`src/hw/rtl/sfdc_pkg.sv`:
```
// Package for the state feedback drive controller: shared types, step codes
// and fixed point helper functions. No dependencies.
`default_nettype none
package sfdc_pkg;

   localparam int CSCALE = 100000;
   localparam int QW     = 32;   // Q value width
   localparam int PW     = 48;   // product and feedback sum width
   localparam int SW     = 5;    // step counter width

   // register indexes of the configuration port
   localparam logic [7:0] REG_REFERENCE_SPEED = 8'd0;
   localparam logic [7:0] REG_POWER_LIMIT     = 8'd1;

   // sequencer steps, one shared multiplication each
   localparam logic [SW-1:0] STEP_HEAD = 5'd0;
   localparam logic [SW-1:0] STEP_NXL  = 5'd1;
   localparam logic [SW-1:0] STEP_NXR  = 5'd2;
   localparam logic [SW-1:0] STEP_LM0  = 5'd3;
   localparam logic [SW-1:0] STEP_LM2  = 5'd5;
   localparam logic [SW-1:0] STEP_RM0  = 5'd6;
   localparam logic [SW-1:0] STEP_RM2  = 5'd8;
   localparam logic [SW-1:0] STEP_INT0 = 5'd9;
   localparam logic [SW-1:0] STEP_INT1 = 5'd10;
   localparam logic [SW-1:0] STEP_LFB0 = 5'd11;
   localparam logic [SW-1:0] STEP_LKI0 = 5'd16;
   localparam logic [SW-1:0] STEP_LKI1 = 5'd17;
   localparam logic [SW-1:0] STEP_RFB0 = 5'd18;
   localparam logic [SW-1:0] STEP_RKI0 = 5'd23;
   localparam logic [SW-1:0] STEP_RKI1 = 5'd24;
   localparam logic [SW-1:0] STEP_LAST = 5'd24;

   typedef enum logic [1:0] {CTL_IDLE, CTL_ISSUE, CTL_WAIT, CTL_DONE} ctl_state_type;
   typedef enum logic [1:0] {MUL_IDLE, MUL_RUN, MUL_ROUND} mul_state_type;

   typedef struct packed {
      logic start;
      logic round;
   } mul_ctl_type;

   // constant in units of 1e-5 to Q format, rounded half away from zero
   function automatic logic signed [QW-1:0] cfx(input int n, input int frac);
      longint m;
      m = (n < 0) ? -longint'(n) : longint'(n);
      m = ((m <<< frac) + CSCALE / 2) / CSCALE;
      return QW'((n < 0) ? -m : m);
   endfunction

   // coefficient of each sequencer step
   function automatic logic signed [QW-1:0] coef(input logic [SW-1:0] s, input int frac);
      logic signed [QW-1:0] c;
      case (s)
         5'd0:    c = cfx(15000, frac);
         5'd1:    c = cfx(-58570, frac);
         5'd2:    c = cfx(-1443060, frac);
         5'd3:    c = cfx(90240, frac);
         5'd4:    c = cfx(-7960, frac);
         5'd5:    c = cfx(7183, frac);
         5'd6:    c = cfx(90190, frac);
         5'd7:    c = cfx(-188300, frac);
         5'd8:    c = cfx(169800, frac);
         5'd9:    c = cfx(2000, frac);
         5'd10:   c = cfx(2000, frac);
         5'd11:   c = cfx(1601070, frac);
         5'd12:   c = cfx(307010, frac);
         5'd13:   c = cfx(845640, frac);
         5'd14:   c = cfx(-183070, frac);
         5'd15:   c = cfx(4460, frac);
         5'd16:   c = cfx(3217740, frac);
         5'd17:   c = cfx(606670, frac);
         5'd18:   c = cfx(-884800, frac);
         5'd19:   c = cfx(-19640, frac);
         5'd20:   c = cfx(14200, frac);
         5'd21:   c = cfx(151250, frac);
         5'd22:   c = cfx(39610, frac);
         5'd23:   c = cfx(-505740, frac);
         5'd24:   c = cfx(646770, frac);
         default: c = '0;
      endcase
      return c;
   endfunction

   // saturate a wide signed value to the 32-bit signed range
   function automatic logic signed [QW-1:0] sat32(input logic signed [PW-1:0] v);
      logic signed [QW-1:0] r;
      if (v > PW'(signed'(32'h7FFF_FFFF)))      r = 32'sh7FFF_FFFF;
      else if (v < PW'(signed'(32'h8000_0000))) r = 32'sh8000_0000;
      else                                      r = v[QW-1:0];
      return r;
   endfunction

endpackage
`default_nettype wire

```
`src/hw/rtl/sfdc_mul.sv`:
```
// Bit-serial signed multiplier: one multiplier bit per cycle, then an
// optional round half away from zero by FRAC_BITS. Uses sfdc_pkg.
`default_nettype none
module sfdc_mul
   import sfdc_pkg::*;
#(
   parameter int FRAC_BITS = 16
) (
   input  wire logic                 clock,
   input  wire logic                 reset,
   input  wire mul_ctl_type          ctl,
   input  wire logic signed [QW-1:0] mul_a,
   input  wire logic signed [QW-1:0] mul_b,
   output logic                      done,
   output logic signed [PW-1:0]      product
);

   mul_state_type state_ff, state_in;
   logic [4:0]          cnt_ff, cnt_in;
   logic [QW-1:0]       mcand_ff, mcand_in;
   logic [2*QW-1:0]     prod_ff, prod_in;
   logic                neg_ff, neg_in, round_ff, round_in;
   logic signed [PW-1:0] product_ff, product_in;
   logic                done_ff, done_in;
   logic [QW:0]         part_sum;
   logic [2*QW-1:0]     rounded;

   // next state
   always_comb begin
      state_in = state_ff;
      case (state_ff)
         MUL_IDLE:  if (ctl.start) state_in = MUL_RUN;
         MUL_RUN:   if (cnt_ff == 5'd31) state_in = MUL_ROUND;
         MUL_ROUND: state_in = MUL_IDLE;
         default:   state_in = MUL_IDLE;
      endcase
   end

   // shift-add datapath and rounding
   always_comb begin
      cnt_in     = cnt_ff;
      mcand_in   = mcand_ff;
      prod_in    = prod_ff;
      neg_in     = neg_ff;
      round_in   = round_ff;
      product_in = product_ff;
      done_in    = 1'b0;
      part_sum   = {1'b0, prod_ff[2*QW-1:QW]} + (prod_ff[0] ? {1'b0, mcand_ff} : '0);
      rounded    = round_ff ? ((prod_ff + (64'(1) << (FRAC_BITS - 1))) >> FRAC_BITS)
                            : prod_ff;
      case (state_ff)
         MUL_IDLE: begin
            if (ctl.start) begin
               neg_in   = mul_a[QW-1] ^ mul_b[QW-1];
               round_in = ctl.round;
               mcand_in = mul_a[QW-1] ? QW'(-mul_a) : QW'(mul_a);
               prod_in  = {32'd0, (mul_b[QW-1] ? QW'(-mul_b) : QW'(mul_b))};
               cnt_in   = '0;
            end
         end
         MUL_RUN: begin
            prod_in = {part_sum, prod_ff[QW-1:1]};
            cnt_in  = cnt_ff + 5'd1;
         end
         MUL_ROUND: begin
            product_in = neg_ff ? -signed'(rounded[PW-1:0]) : signed'(rounded[PW-1:0]);
            done_in    = 1'b1;
         end
         default: ;
      endcase
   end

   always_ff @(posedge clock) begin
      if (reset) begin
         state_ff <= MUL_IDLE;
         done_ff  <= 1'b0;
      end else begin
         state_ff <= state_in;
         done_ff  <= done_in;
      end
      cnt_ff     <= cnt_in;
      mcand_ff   <= mcand_in;
      prod_ff    <= prod_in;
      neg_ff     <= neg_in;
      round_ff   <= round_in;
      product_ff <= product_in;
   end

   assign done    = done_ff;
   assign product = product_ff;

endmodule
`default_nettype wire

```
`src/hw/rtl/state_feedback_drive_controller.sv`:
```
// State feedback drive controller with integral action, top level.
// Uses sfdc_pkg and sfdc_mul.
//
// Usage: each word on the req_ channel is one control tick carrying the two
// encoder distances and speed counts; req_tuser is the restart flag. Each
// tick gives exactly one word on the rsp_ channel with the two clamped drive
// powers and the two current model estimates. The csr_ channel writes the
// reference speed (index 0) and the power limit (index 1); it is always
// ready. The user must write it only while no tick is in progress; the
// block itself does not enforce this. Timing: a tick runs as 25
// multiplications on one bit-serial multiplier, each made of issue, a
// shift-add step per multiplier bit, rounding and write back; the next tick
// can be accepted as soon as the result word is valid. A restart tick skips
// the multiplications and goes straight to the done state. One tick is in
// progress at a time, and req_tready is high only when the sequencer is free.
// The result sits in an output register: a stalled receiver does not stop
// the next tick from being accepted, but a finished tick waits for the
// register to drain before it is written.
// Reset clears the integrators, the models, the commands and the output,
// sets the reference speed to 0 and the power limit to 120.
`default_nettype none
module state_feedback_drive_controller
   import sfdc_pkg::*;
#(
   parameter int FRAC_BITS  = 16,
   parameter int COUNT_BITS = 16
) (
   input  wire logic        clock,
   input  wire logic        reset,
   input  wire logic        req_tvalid,
   output logic             req_tready,
   // left_distance[15:0], right_distance[31:16], left_speed_count[41:32],
   // right_speed_count[51:42], zero fill
   input  wire logic [55:0] req_tdata,
   // restart
   input  wire logic        req_tuser,
   output logic             rsp_tvalid,
   input  wire logic        rsp_tready,
   // left_power[7:0], right_power[15:8], left_current_estimate[31:16],
   // right_current_estimate[47:32]
   output logic [47:0]      rsp_tdata,
   input  wire logic        csr_valid,
   output logic             csr_ready,
   input  wire logic [7:0]  csr_index,
   input  wire logic [7:0]  csr_data
);

   localparam int CB = (COUNT_BITS < 16) ? COUNT_BITS : 16;
   localparam logic [15:0] DIST_MASK = 16'((17'(1) << CB) - 17'(1));

   ctl_state_type state_ff, state_in;
   logic [SW-1:0] step_ff, step_in;
   logic [7:0]    ref_ff, ref_in, limit_ff, limit_in;
   logic [15:0]   dl_ff, dl_in, dr_ff, dr_in;
   logic [9:0]    sl_ff, sl_in, sr_ff, sr_in;
   logic signed [QW-1:0] x0_ff, x0_in, des2_ff, des2_in, des4_ff, des4_in;
   logic signed [QW-1:0] hl_ff [3], hl_in [3], hr_ff [3], hr_in [3];
   logic signed [QW-1:0] int_ff [2], int_in [2];
   logic [7:0]    cmd_ff [2], cmd_in [2];
   logic signed [PW-1:0] acc_ff, acc_in;
   logic          rsp_valid_ff, rsp_valid_in;
   logic [47:0]   rsp_data_ff, rsp_data_in;

   logic signed [QW-1:0] r_q, x1, x3, mul_b;
   logic signed [QW-1:0] err [5];
   logic signed [16:0]   dist_diff;
   logic signed [PW-1:0] product, acc_sum;
   logic          mul_done, out_free;
   mul_ctl_type   mul_ctl;

   function automatic logic signed [QW-1:0] to_q(input logic [9:0] n);
      return sat32(signed'(PW'(n) << FRAC_BITS));
   endfunction

   function automatic logic [7:0] to_power(input logic signed [PW-1:0] v,
                                           input logic [7:0] lim);
      logic signed [PW-1:0] ip;
      logic [7:0] p;
      ip = v >>> FRAC_BITS;
      if (v < 0)                     p = 8'd0;
      else if (ip > PW'(lim))        p = lim;
      else                           p = ip[7:0];
      return p;
   endfunction

   function automatic logic [15:0] int_part16(input logic signed [QW-1:0] v);
      logic [QW:0] m;
      logic signed [QW+1:0] ip;
      logic [15:0] r;
      m  = v[QW-1] ? (QW+1)'(-signed'({v[QW-1], v})) : {1'b0, v};
      m  = m >> FRAC_BITS;
      ip = v[QW-1] ? -signed'({1'b0, m}) : signed'({1'b0, m});
      if (ip > 34'sd32767)       r = 16'h7FFF;
      else if (ip < -34'sd32768) r = 16'h8000;
      else                       r = ip[15:0];
      return r;
   endfunction

   // operands and errors
   assign dist_diff = signed'({1'b0, dl_ff}) - signed'({1'b0, dr_ff});
   assign r_q       = sat32(signed'(PW'(signed'(ref_ff))) <<< FRAC_BITS);
   assign x1        = to_q(sl_ff);
   assign x3        = to_q(sr_ff);
   assign err[0]    = sat32(-PW'(x0_ff));
   assign err[1]    = sat32(PW'(r_q) - PW'(x1));
   assign err[2]    = sat32(PW'(des2_ff) - PW'(hl_ff[0]));
   assign err[3]    = sat32(PW'(r_q) - PW'(x3));
   assign err[4]    = sat32(PW'(des4_ff) - PW'(hr_ff[0]));
   assign acc_sum   = acc_ff + product;
   assign out_free  = !rsp_valid_ff || rsp_tready;

   // pick the multiplicand of each step
   always_comb begin
      case (step_ff) inside
         STEP_HEAD:             mul_b = QW'(dist_diff);
         STEP_NXL, STEP_NXR:    mul_b = r_q;
         [STEP_LM0:STEP_LM2]:   mul_b = hl_ff[2'(step_ff - STEP_LM0)];
         [STEP_RM0:STEP_RM2]:   mul_b = hr_ff[2'(step_ff - STEP_RM0)];
         STEP_INT0:             mul_b = err[0];
         STEP_INT1:             mul_b = err[1];
         [STEP_LFB0:STEP_LFB0+5'd4]: mul_b = err[3'(step_ff - STEP_LFB0)];
         [STEP_RFB0:STEP_RFB0+5'd4]: mul_b = err[3'(step_ff - STEP_RFB0)];
         STEP_LKI0, STEP_RKI0:  mul_b = int_ff[0];
         STEP_LKI1, STEP_RKI1:  mul_b = int_ff[1];
         default:               mul_b = '0;
      endcase
   end

   sfdc_mul #(.FRAC_BITS(FRAC_BITS)) u_mul (
      .clock   (clock),
      .reset   (reset),
      .ctl     (mul_ctl),
      .mul_a   (coef(step_ff, FRAC_BITS)),
      .mul_b   (mul_b),
      .done    (mul_done),
      .product (product)
   );

   // sequencer next state
   always_comb begin
      state_in = state_ff;
      case (state_ff)
         CTL_IDLE:  if (req_tvalid) state_in = req_tuser ? CTL_DONE : CTL_ISSUE;
         CTL_ISSUE: state_in = CTL_WAIT;
         CTL_WAIT: begin
            if (mul_done) state_in = (step_ff == STEP_LAST) ? CTL_DONE : CTL_ISSUE;
         end
         CTL_DONE:  if (out_free) state_in = CTL_IDLE;
         default:   state_in = CTL_IDLE;
      endcase
   end

   // sequencer outputs
   always_comb begin
      req_tready    = (state_ff == CTL_IDLE);
      mul_ctl.start = (state_ff == CTL_ISSUE);
      mul_ctl.round = (step_ff != STEP_HEAD);
   end

   // datapath: capture, write back, result word
   always_comb begin
      step_in = step_ff;  ref_in = ref_ff;  limit_in = limit_ff;
      dl_in = dl_ff;  dr_in = dr_ff;  sl_in = sl_ff;  sr_in = sr_ff;
      x0_in = x0_ff;  des2_in = des2_ff;  des4_in = des4_ff;
      hl_in = hl_ff;  hr_in = hr_ff;  int_in = int_ff;  cmd_in = cmd_ff;
      acc_in = acc_ff;
      rsp_valid_in = rsp_valid_ff;  rsp_data_in = rsp_data_ff;

      // configuration
      if (csr_valid) begin
         if (csr_index == REG_REFERENCE_SPEED) ref_in = csr_data;
         else if (csr_index == REG_POWER_LIMIT) limit_in = csr_data;
      end

      // take a tick word; restart clears the loop state
      if (state_ff == CTL_IDLE && req_tvalid) begin
         step_in = STEP_HEAD;
         dl_in   = req_tdata[15:0] & DIST_MASK;
         dr_in   = req_tdata[31:16] & DIST_MASK;
         sl_in   = req_tdata[41:32];
         sr_in   = req_tdata[51:42];
         if (req_tuser) begin
            hl_in  = '{default: '0};
            hr_in  = '{default: '0};
            int_in = '{default: '0};
            cmd_in = '{default: '0};
         end
      end

      // write back one product; wrap the step counter after the last one
      if (state_ff == CTL_WAIT && mul_done) begin
         step_in = (step_ff == STEP_LAST) ? STEP_HEAD : step_ff + 5'd1;
         case (step_ff) inside
            STEP_HEAD: x0_in = sat32(product);
            STEP_NXL:  des2_in = sat32(product);
            STEP_NXR:  des4_in = sat32(product);
            STEP_LM0, STEP_RM0, STEP_LFB0, STEP_RFB0: acc_in = product;
            STEP_LM2: begin
               hl_in[2] = hl_ff[1];
               hl_in[1] = to_q({2'b00, cmd_ff[0]});
               hl_in[0] = sat32(acc_sum);
            end
            STEP_RM2: begin
               hr_in[2] = hr_ff[1];
               hr_in[1] = to_q({2'b00, cmd_ff[1]});
               hr_in[0] = sat32(acc_sum);
            end
            STEP_INT0: int_in[0] = sat32(PW'(int_ff[0]) + product);
            STEP_INT1: int_in[1] = sat32(PW'(int_ff[1]) + product);
            STEP_LKI1: cmd_in[0] = to_power(acc_sum, limit_ff);
            STEP_RKI1: cmd_in[1] = to_power(acc_sum, limit_ff);
            default:   acc_in = acc_sum;
         endcase
      end

      // hand over the result word
      if (rsp_tready) rsp_valid_in = 1'b0;
      if (state_ff == CTL_DONE && out_free) begin
         rsp_valid_in = 1'b1;
         rsp_data_in  = {int_part16(hr_ff[0]), int_part16(hl_ff[0]), cmd_ff[1], cmd_ff[0]};
      end
   end

   always_ff @(posedge clock) begin
      if (reset) begin
         state_ff     <= CTL_IDLE;
         step_ff      <= STEP_HEAD;
         ref_ff       <= 8'd0;
         limit_ff     <= 8'd120;
         hl_ff        <= '{default: '0};
         hr_ff        <= '{default: '0};
         int_ff       <= '{default: '0};
         cmd_ff       <= '{default: '0};
         rsp_valid_ff <= 1'b0;
      end else begin
         state_ff     <= state_in;
         step_ff      <= step_in;
         ref_ff       <= ref_in;
         limit_ff     <= limit_in;
         hl_ff        <= hl_in;
         hr_ff        <= hr_in;
         int_ff       <= int_in;
         cmd_ff       <= cmd_in;
         rsp_valid_ff <= rsp_valid_in;
      end
      dl_ff       <= dl_in;
      dr_ff       <= dr_in;
      sl_ff       <= sl_in;
      sr_ff       <= sr_in;
      x0_ff       <= x0_in;
      des2_ff     <= des2_in;
      des4_ff     <= des4_in;
      acc_ff      <= acc_in;
      rsp_data_ff <= rsp_data_in;
   end

   assign rsp_tvalid = rsp_valid_ff;
   assign rsp_tdata  = rsp_data_ff;
   assign csr_ready  = 1'b1;

   // multiplier finishes only while the sequencer waits for it
   a_done_in_wait: assert property (@(posedge clock) disable iff (reset)
      mul_done |-> state_ff == CTL_WAIT) else $error("product outside wait");

   // step counter stays within the step list
   a_step_range: assert property (@(posedge clock) disable iff (reset)
      step_ff <= STEP_LAST) else $error("step out of range");

   // a new result word comes only from the done state
   a_rsp_from_done: assert property (@(posedge clock) disable iff (reset)
      $rose(rsp_tvalid) |-> $past(state_ff == CTL_DONE))
      else $error("result word without finished tick");

endmodule
`default_nettype wire

```
`config.mk`:
```
export PLATFORM = sky130hd
export DESIGN_NAME = state_feedback_drive_controller
export DESIGN_NICKNAME = d
export VERILOG_FILES = /design/src/hw/rtl/sfdc_pkg.sv /design/src/hw/rtl/sfdc_mul.sv /design/src/hw/rtl/state_feedback_drive_controller.sv
export SDC_FILE = /design/constraint.sdc
export NUM_CORES = 2
export LEC_CHECK = 0
export CAP_MARGIN = 20
export CORE_MARGIN = 2
export CORE_UTILIZATION = 59
export CTS_BUF_LIST = sky130_fd_sc_hd__clkbuf_4 sky130_fd_sc_hd__clkbuf_8
export CTS_CLUSTER_DIAMETER = 30
export DETAILED_ROUTE_END_ITERATION = 16
export DONT_BUFFER_PORTS = 1
export HOLD_SLACK_MARGIN = 0.02
export PLACE_DENSITY_LB_ADDON = 0.2
export SETUP_SLACK_MARGIN = 0.3
export SLEW_MARGIN = 40
export SYNTH_ARGS = -nofsm -noshare
export SYNTH_HDL_FRONTEND = slang
export SYNTH_SLANG_ARGS = --single-unit
```
`constraint.sdc`:
```
create_clock -name clock -period 10.5 [get_ports clock]
set_input_delay 0 -clock clock [delete_from_list [all_inputs] [get_ports clock]]
set_output_delay 0 -clock clock [all_outputs]
set_load 0.005 [all_outputs]
```
# Yosys cells after proc, flatten, opt, wreduce, memory -nomap -nowiden
# Memories as Yosys holds them, arrays and structs flattened. A register that Yosys moved wholly into a read port is not among the register bits.
# Index checks and enable logic that the tools add are counted.
[totals]
rom_bits = 1024
word_cells = 326
mem_count = 1
output_inout_bits = 51
register_bits = 694
input_bits = 78
[mem_list]
columns = ["name", "words", "width", "rd", "rd_clocked_by_memory_dff", "write_ports", "line_no", "text"]
rows = [
  ["(no name shown)", 32, 32, 1, 1, 0, "sfdc_pkg.sv:52", "case (s)"],
]
[classes]
n_reduce_logical = 31
n_bitwise = 9
n_eq_ne = 32
mux = 148
order_cmp = 46
addsub = 24
[ops]
columns = ["cell", "n"]
rows = [
  ["$mux W32", 63],
  ["$mux W96", 17],
  ["$mux W48", 9],
  ["$mux W64", 4],
  ["$gt A48 B32 Y1 const B", 5],
  ["$lt A48 B32 Y1 const B", 5],
  ["$bmux W32 S3", 2],
  ["$mux W8", 21],
  ["$gt A33 B32 Y1 const B", 4],
  ["$lt A33 B32 Y1 const B", 4],
  ["$sub A32 B32 Y33", 4],
  ["$bmux W32 S2", 2],
  ["$pmux W64 S2", 1],
  ["$add A32 B48 Y48", 2],
  ["$mux W16", 5],
  ["$gt A34 B16 Y1 const B", 2],
  ["$lt A34 B16 Y1 const B", 2],
  ["$mux W34", 2],
  ["$neg A17 Y34", 2],
  ["$mux W33", 2],
  ["$neg A32 Y33", 2],
  ["$add A64 B16 Y64 const B", 1],
  ["$lt A25 B32 Y1 const B", 2],
  ["$lt A27 B32 Y1 const B", 2],
  ["59 further kinds", 125],
]

# Logic depth before layout (Yosys ltp)
[depth]
ltp_word = 22
mapped_depth = 26

# Modules after synthesis
# A second synthesis with hierarchy kept.
[unflattened]
cells_unflattened = 6638
hier_area_um2 = 54715.0
[by_module_without_submodules]
columns = ["mod", "cells_each", "n_inst", "area_each_um2"]
rows = [
  ["state_feedback_drive_controller", 5468, 1, 43624.3],
  ["sfdc_mul", 1170, 1, 11090.6],
]

# Worst setup path before layout
# Ideal clock, no wire load.
[synth_timing]
path_kind = "register -> register"
from = "reg step_ff[0]"
to = "reg acc_ff[0] (enable)"
n_path_buf = 7
setup_slack_ns = 3.903
t_arrival_ns = 6.084
period_less_slack_ns = 6.597
setup_ns = 0.513
t_required_ns = 9.987
path_stages_with_launch = 14
path_cell_list = "dfxtp_1 inv_1 clkbuf_1 buf_1 buf_1 clkbuf_1 ha_1 clkbuf_1 and2_1 clkbuf_1 inv_1 clkbuf_1 nand2_1 nor3_1"
[synth_between]
elab_chain_len = 4
elab_cells_between_ends = 24
cone_classes = "eq/ne: 18; bitwise: 3; reduce/logical: 3"
[synth_lines]
columns = ["element", "line_no", "text"]
rows = [
  ["start: declaration", "state_feedback_drive_controller.sv:52", "logic [SW-1:0] step_ff, step_in;"],
  ["start signal: assignment", "state_feedback_drive_controller.sv:237", "step_ff <= step_in;"],
  ["$eq A5 B2 Y1 (no source line), or another cell as far along", "n/a", ""],
  ["$reduce_or A4 Y1", "state_feedback_drive_controller.sv:193", "case (step_ff) inside"],
  ["$ne A2 B1 Y1 (no source line)", "n/a", ""],
  ["$reduce_and A10 Y1 (no source line) (*)", "n/a", ""],
  ["end signal: assignment", "state_feedback_drive_controller.sv:253", "acc_ff <= acc_in;"],
  ["end: declaration", "state_feedback_drive_controller.sv:60", "logic signed [PW-1:0] acc_ff, acc_in;"],
]
# Mark *: on every way between the ends. The rest lies on a longest branch, timed or not.
# A chain may end at the register's enable or synchronous reset.

# Worst setup path in the final report
[layout_timing]
from = "reg hr_ff[95] (netlist bit)"
to = "reg u_mul.prod_ff[30] (data pin)"
[layout_between]
elab_chain_len = 19
elab_cells_between_ends = 26
cone_classes = "add/sub: 2; order compare: 2; mux: 22"
[layout_lines]
columns = ["element", "line_no", "text"]
rows = [
  ["start: declaration", "state_feedback_drive_controller.sv:57", "logic signed [QW-1:0] hl_ff [3], hl_in [3], hr_ff [3], hr_in [3];"],
  ["start signal: assignment", "state_feedback_drive_controller.sv:241", "hr_ff <= hr_in;"],
  ["$sub A32 B32 Y33", "state_feedback_drive_controller.sv:108", "assign err[4] = sat32(PW'(des4_ff) - PW'(hr_ff[0]));"],
  ["$lt A33 B32 Y1", "sfdc_pkg.sv:87", "else if (v < PW'(signed'(32'h8000_0000))) r = 32'sh8000_0000;"],
  ["$mux W32", "sfdc_pkg.sv:87", ""],
  ["$mux W32", "sfdc_pkg.sv:86", "if (v > PW'(signed'(32'h7FFF_FFFF))) r = 32'sh7FFF_FFFF;"],
  ["$bmux W32 S3", "state_feedback_drive_controller.sv:122", "[STEP_RFB0:STEP_RFB0+5'd4]: mul_b = err[3'(step_ff - STEP_RFB0)];"],
  ["$mux W32 (implied by the code) (2 in a row)", "state_feedback_drive_controller.sv:122", ""],
  ["$mux W32 (4 in a row)", "state_feedback_drive_controller.sv:114", "case (step_ff) inside"],
  ["$mux W32 (*) (4 in a row)", "state_feedback_drive_controller.sv:114", ""],
  ["$neg A32 Y32", "sfdc_mul.sv:57", "prod_in = {32'd0, (mul_b[QW-1] ? QW'(-mul_b) : QW'(mul_b))};"],
  ["$mux W32 (*)", "sfdc_mul.sv:57", ""],
  ["$mux W64 (*)", "sfdc_mul.sv:53", "if (ctl.start) begin"],
  ["$pmux W64 S2 (*)", "sfdc_mul.sv:51", "case (state_ff)"],
  ["named net u_mul.prod_in[30]", "sfdc_mul.sv:21", "logic [2*QW-1:0] prod_ff, prod_in;"],
  ["end signal: assignment", "sfdc_mul.sv:83", "prod_ff <= prod_in;"],
  ["end: declaration", "sfdc_mul.sv:21", ""],
]
# The timed path passes the listed nets; every way through them passes the cells marked *. The select of a mux whose other input is x is not followed.

==> results.sh <==
export IMPL_crit_chain="buf_4 -> inv_1 -> ha_1 -> a41o_1 -> o311ai_0 -> buf_4 -> or3_1 -> o21ai_2 -> o31a_1 -> nand2_1 -> o21ai_0 -> o211ai_1 -> inv_1 -> ha_1 -> o2111ai_1 -> a211oi_2 -> nand4_1 -> nor4_2 -> a41oi_1 -> xor2_1 -> a21oi_1"
export IMPL_drv_slew=0
export IMPL_numCtsBuffers=155
export IMPL_final_hold_viol_count=0
export IMPL_cts_root_buf="clkbuf_8"
export IMPL_antenna_found_initial=13
export IMPL_drc_errors=0
export IMPL_gp_congestion=1.09
export IMPL_fp_dieW_um=302
export IMPL_slew_headroom_pct=32.2
export IMPL_route_met3_wl_um=36000
export IMPL_synth_ff_latch_count=717
export IMPL_grt_usage_pct=48.0
export IMPL_yosysSeqAreaShare_pct=34.8
export IMPL_cellLeakagePower_nw=22.8
export IMPL_portBuffers=0
export IMPL_syn_area_sq_mm=0.0525
export IMPL_top_layer="met5"
export IMPL_async_flop_share_pct=0
export IMPL_postCtsSetupBuffers=0
export IMPL_rsz0062_at_grt="false"
export IMPL_clk_latency_ns=0.89
export IMPL_grt_overflow=0
export IMPL_syn_avg_cell_area_sq_um=8.37
export IMPL_cts_sinks=717
export IMPL_hp_start="csr_data[6]"
export IMPL_min_delay_path_class="input pin to flip-flop"
export IMPL_yosysUniqueCellTypes=97
export IMPL_reg2reg_depth=21
export IMPL_ios=129
export IMPL_r2r_end="u_mul.prod_ff[30]"
export IMPL_worstSetupStartpointType="flip-flop"
export IMPL_drive_above_1_share_pct=9.91
export IMPL_wl_um=227000
export IMPL_drt_pass1_iter_count=7
export IMPL_p_clk_share_pct=47.5
export IMPL_critPathCaptureType="flip-flop"
export IMPL_finClkSkew_ns=0.0615
export IMPL_core_area_sq_mm=0.0884
export IMPL_pwr_share_seq_pct=41.9
export IMPL_period_share_pct=69.3
export IMPL_setup_viol=0
export IMPL_tightest_slew_ns=1.01
export IMPL_r2r_setup_slack_ns=3.23
export IMPL_synth_flop_cell="edfxtp_1"
export IMPL_clockBufferDepth=3
export IMPL_antenna_left=0
export IMPL_wl_met1_um=84200
export IMPL_cts_tree="done"
export IMPL_drv_cap=0
export IMPL_power_switching_mw=2.04
export IMPL_first_iter_violations=8416
export IMPL_start_util_pct=59.5
export IMPL_yosysWarnings=0
export IMPL_nets=6795
export IMPL_p_total_mw=7.42
export IMPL_syn_inst=6274
export IMPL_crit_path_start="hr_ff[95]"
export IMPL_r2r_start="hr_ff[95]"
export IMPL_crit_fanout=29
export IMPL_vias_per_cell=7.03
export IMPL_critPathSlowestCell="o31a_1"
export IMPL_cts_max_level=4
export IMPL_crit_type="flip-flop to flip-flop"
export IMPL_die_y_um=302
export IMPL_whs_endpoint="limit_ff[6]"
export IMPL_max_vdd_ir_drop_v=0.000189
export IMPL_path_clk_slew_ns=0.05
export IMPL_outcome="finished clean"
export IMPL_synth_edf_count=395
export IMPL_sw_frac_of_total_pct=27.5
export IMPL_grt_max_degree=124
export IMPL_routedWlPerCell_um=29.4
export IMPL_hpwl_um=166000
export IMPL_crit_path_max_incr_delay_ns=0.70
export IMPL_area_growth_syn_to_layout_pct=13.1
export IMPL_rows=109
export IMPL_required_ns=11.05
export IMPL_combPwrFrac_pct=10.6
export IMPL_min_period_ns=7.27
export IMPL_fin_tns_setup_ns=0
export IMPL_first_global_vias=49500
export IMPL_fmax_mhz=137
export IMPL_cellPowerDensity_mw_per_mm2=125
export IMPL_wl_met2_um=89200
export IMPL_cellInternalPower_mw=5.38
export IMPL_arrival_ns=7.83
export IMPL_grt_pass1_wl_um=324000
export IMPL_hold_path_depth=4
export IMPL_num_vias=54100
export IMPL_num_fill_cells=6880
export IMPL_dieArea_sq_mm=0.0915
## power groups by stage
stage	combinational, mW	sequential, mW	clock [mW]
after floorplan	0.497	3.13	0
after global placement	0.664	3.16	0
after detailed placement	0.686	3.16	0
after CTS	0.742	3.10	3.51
after global routing	0.830	3.11	3.65
final	0.787	3.11	3.53
## per-layer routing
layer	GRT usage [%]	up-vias
met4	30.5	13
met3	18.5	827
met1	62.4	25500
met2	66.5	4121
met5	0	-
li1	-	23600
## placed cells by master, fill, tap and decap left out, types with 25 or more instances in the layout
cell type and count:
a211oi_1 77, a31oi_1 54, o22ai_1 25, nand3_1 190
clkbuf_4 32, nand2_1 685, a21oi_1 604, dfxtp_1 319
and3_1 103, a221oi_1 78, nor4_1 49, nand2b_1 67
or2_2 42, and2_1 66, nor2b_1 44, o21bai_1 35
nor2_1 499, a221o_1 70, o21ai_0 451, mux2i_1 65
a21o_1 110, or3_1 46, edfxtp_1 395, clkbuf_8 166
buf_4 128, xnor2_1 278, o211ai_1 65, dlygate4sd3_1 143
o21a_1 51, ha_1 311, inv_1 230, o31ai_1 59
or4_1 28, xor2_1 137, nand4_1 52, nor3_1 135
mux2_2 43
## synth_stat cells (78+ instances only)
cell / n / share of area, %
nand2_1: 687 / 4.9
a21oi_1: 609 / 5.8
nor2_1: 515 / 3.7
o21ai_0: 459 / 4.4
edfxtp_1: 395 / 23
dfxtp_1: 322 / 12
ha_1: 312 / 7.4
xnor2_1: 298 / 5.0
clkbuf_1: 276 / 2.0
inv_1: 230 / 1.6
nand3_1: 190 / 1.8
xor2_1: 140 / 2.3
nor3_1: 138 / 1.3
a21o_1: 110 / 1.6
and3_1: 103 / 1.2
a221oi_1: 84 / 1.4
a211oi_1: 78 / 1.1
## through the flow
step | setup WS, ns | hold slack, ns | area, sq um | util (%) | cells
5_1_grt | 3.07 | 0.153 | 59400 | 67.2 | 7692
3_5_place_dp | 3.54 | 0.0845 | 54200 | 61.3 | 7252
3_3_place_gp | 2.92 | 0.0824 | 53900 | 61.0 | 7245
2_1_floorplan | 3.90 | 0.0989 | 52600 | - | 6284
4_1_cts | 3.52 | 0.0848 | 59200 | 67.0 | 7683
6_report | 3.23 | 0.130 | 59400 | 67.3 | 7696
## how the worst max path moves through the flow
stage | to | slack [ns] | cells after the start
2_1_floorplan | acc_ff[0] | 3.90 | 13
3_3_place_gp | u_mul.prod_ff[30] | 2.92 | 21
3_5_place_dp | u_mul.prod_ff[30] | 3.54 | 21
4_1_cts | cmd_ff[12] | 3.52 | 21
5_1_grt | cmd_ff[12] | 3.07 | 21
6_report | u_mul.prod_ff[30] | 3.23 | 21
## worst max-delay path, delay by kind of cell (launching register included)
kind                       cells  cell delay (ns)
and+or+nand+nor                4             1.78
adders and majority gates      2             0.76
buffers and inverters          4             0.79
AOI/OAI and AO/OA             10             3.12
xor gates and xnor gates       1             0.18
DFF                            1             0.32
## sequential cells by signal (all words and copies together), names as in the netlist, 10 cells and up
| signal | count |
|---|---|
| des2_ff | 32 |
| u_mul.mcand_ff | 32 |
| cmd_ff | 16 |
| sr_ff | 10 |
| u_mul.mul_a | 23 |
| sl_ff | 10 |
| dl_ff | 16 |
| x0_ff | 32 |
| hl_ff | 96 |
| u_mul.prod_ff | 64 |
| acc_ff | 48 |
| des4_ff | 32 |
| u_mul.product | 48 |
| int_ff | 64 |
| rsp_tdata | 48 |
| dr_ff | 16 |
| hr_ff | 96 |
## kinds of logic after synthesis
group | count (synthesis) | share of synthesized area (%)
AOI/OAI and AO/OA | 2009 | 24.7
xor gates and xnor gates | 438 | 7.30
adders and majority gates | 323 | 7.81
buffers and inverters | 566 | 4.11
DFF | 717 | 34.8
muxes | 110 | 2.22
other | 2 | 0.0143
and+or+nand+nor | 2109 | 19.0
## repair_timing
item                      4_1_cts  5_1_grt
hold buffers                  144        0
gates resized for setup         0        0
hold endpoints to repair      361        0
## cell type report
type / count / area (sq um) / share of cell area, %
inverters: 232 / 871 / 1.47
flip-flops and latches: 717 / 18300 / 30.8
clock inverters: 89 / 1060 / 1.78
repair buffers: 289 / 2570 / 4.32
clock buffers: 198 / 2520 / 4.25
multi-input cells: 5001 / 32600 / 54.9
diodes: 5 / 12.5 / 0.0210
well taps: 1165 / 1460 / 2.45
No activity file was read; power rests on OpenSTA's default activity.
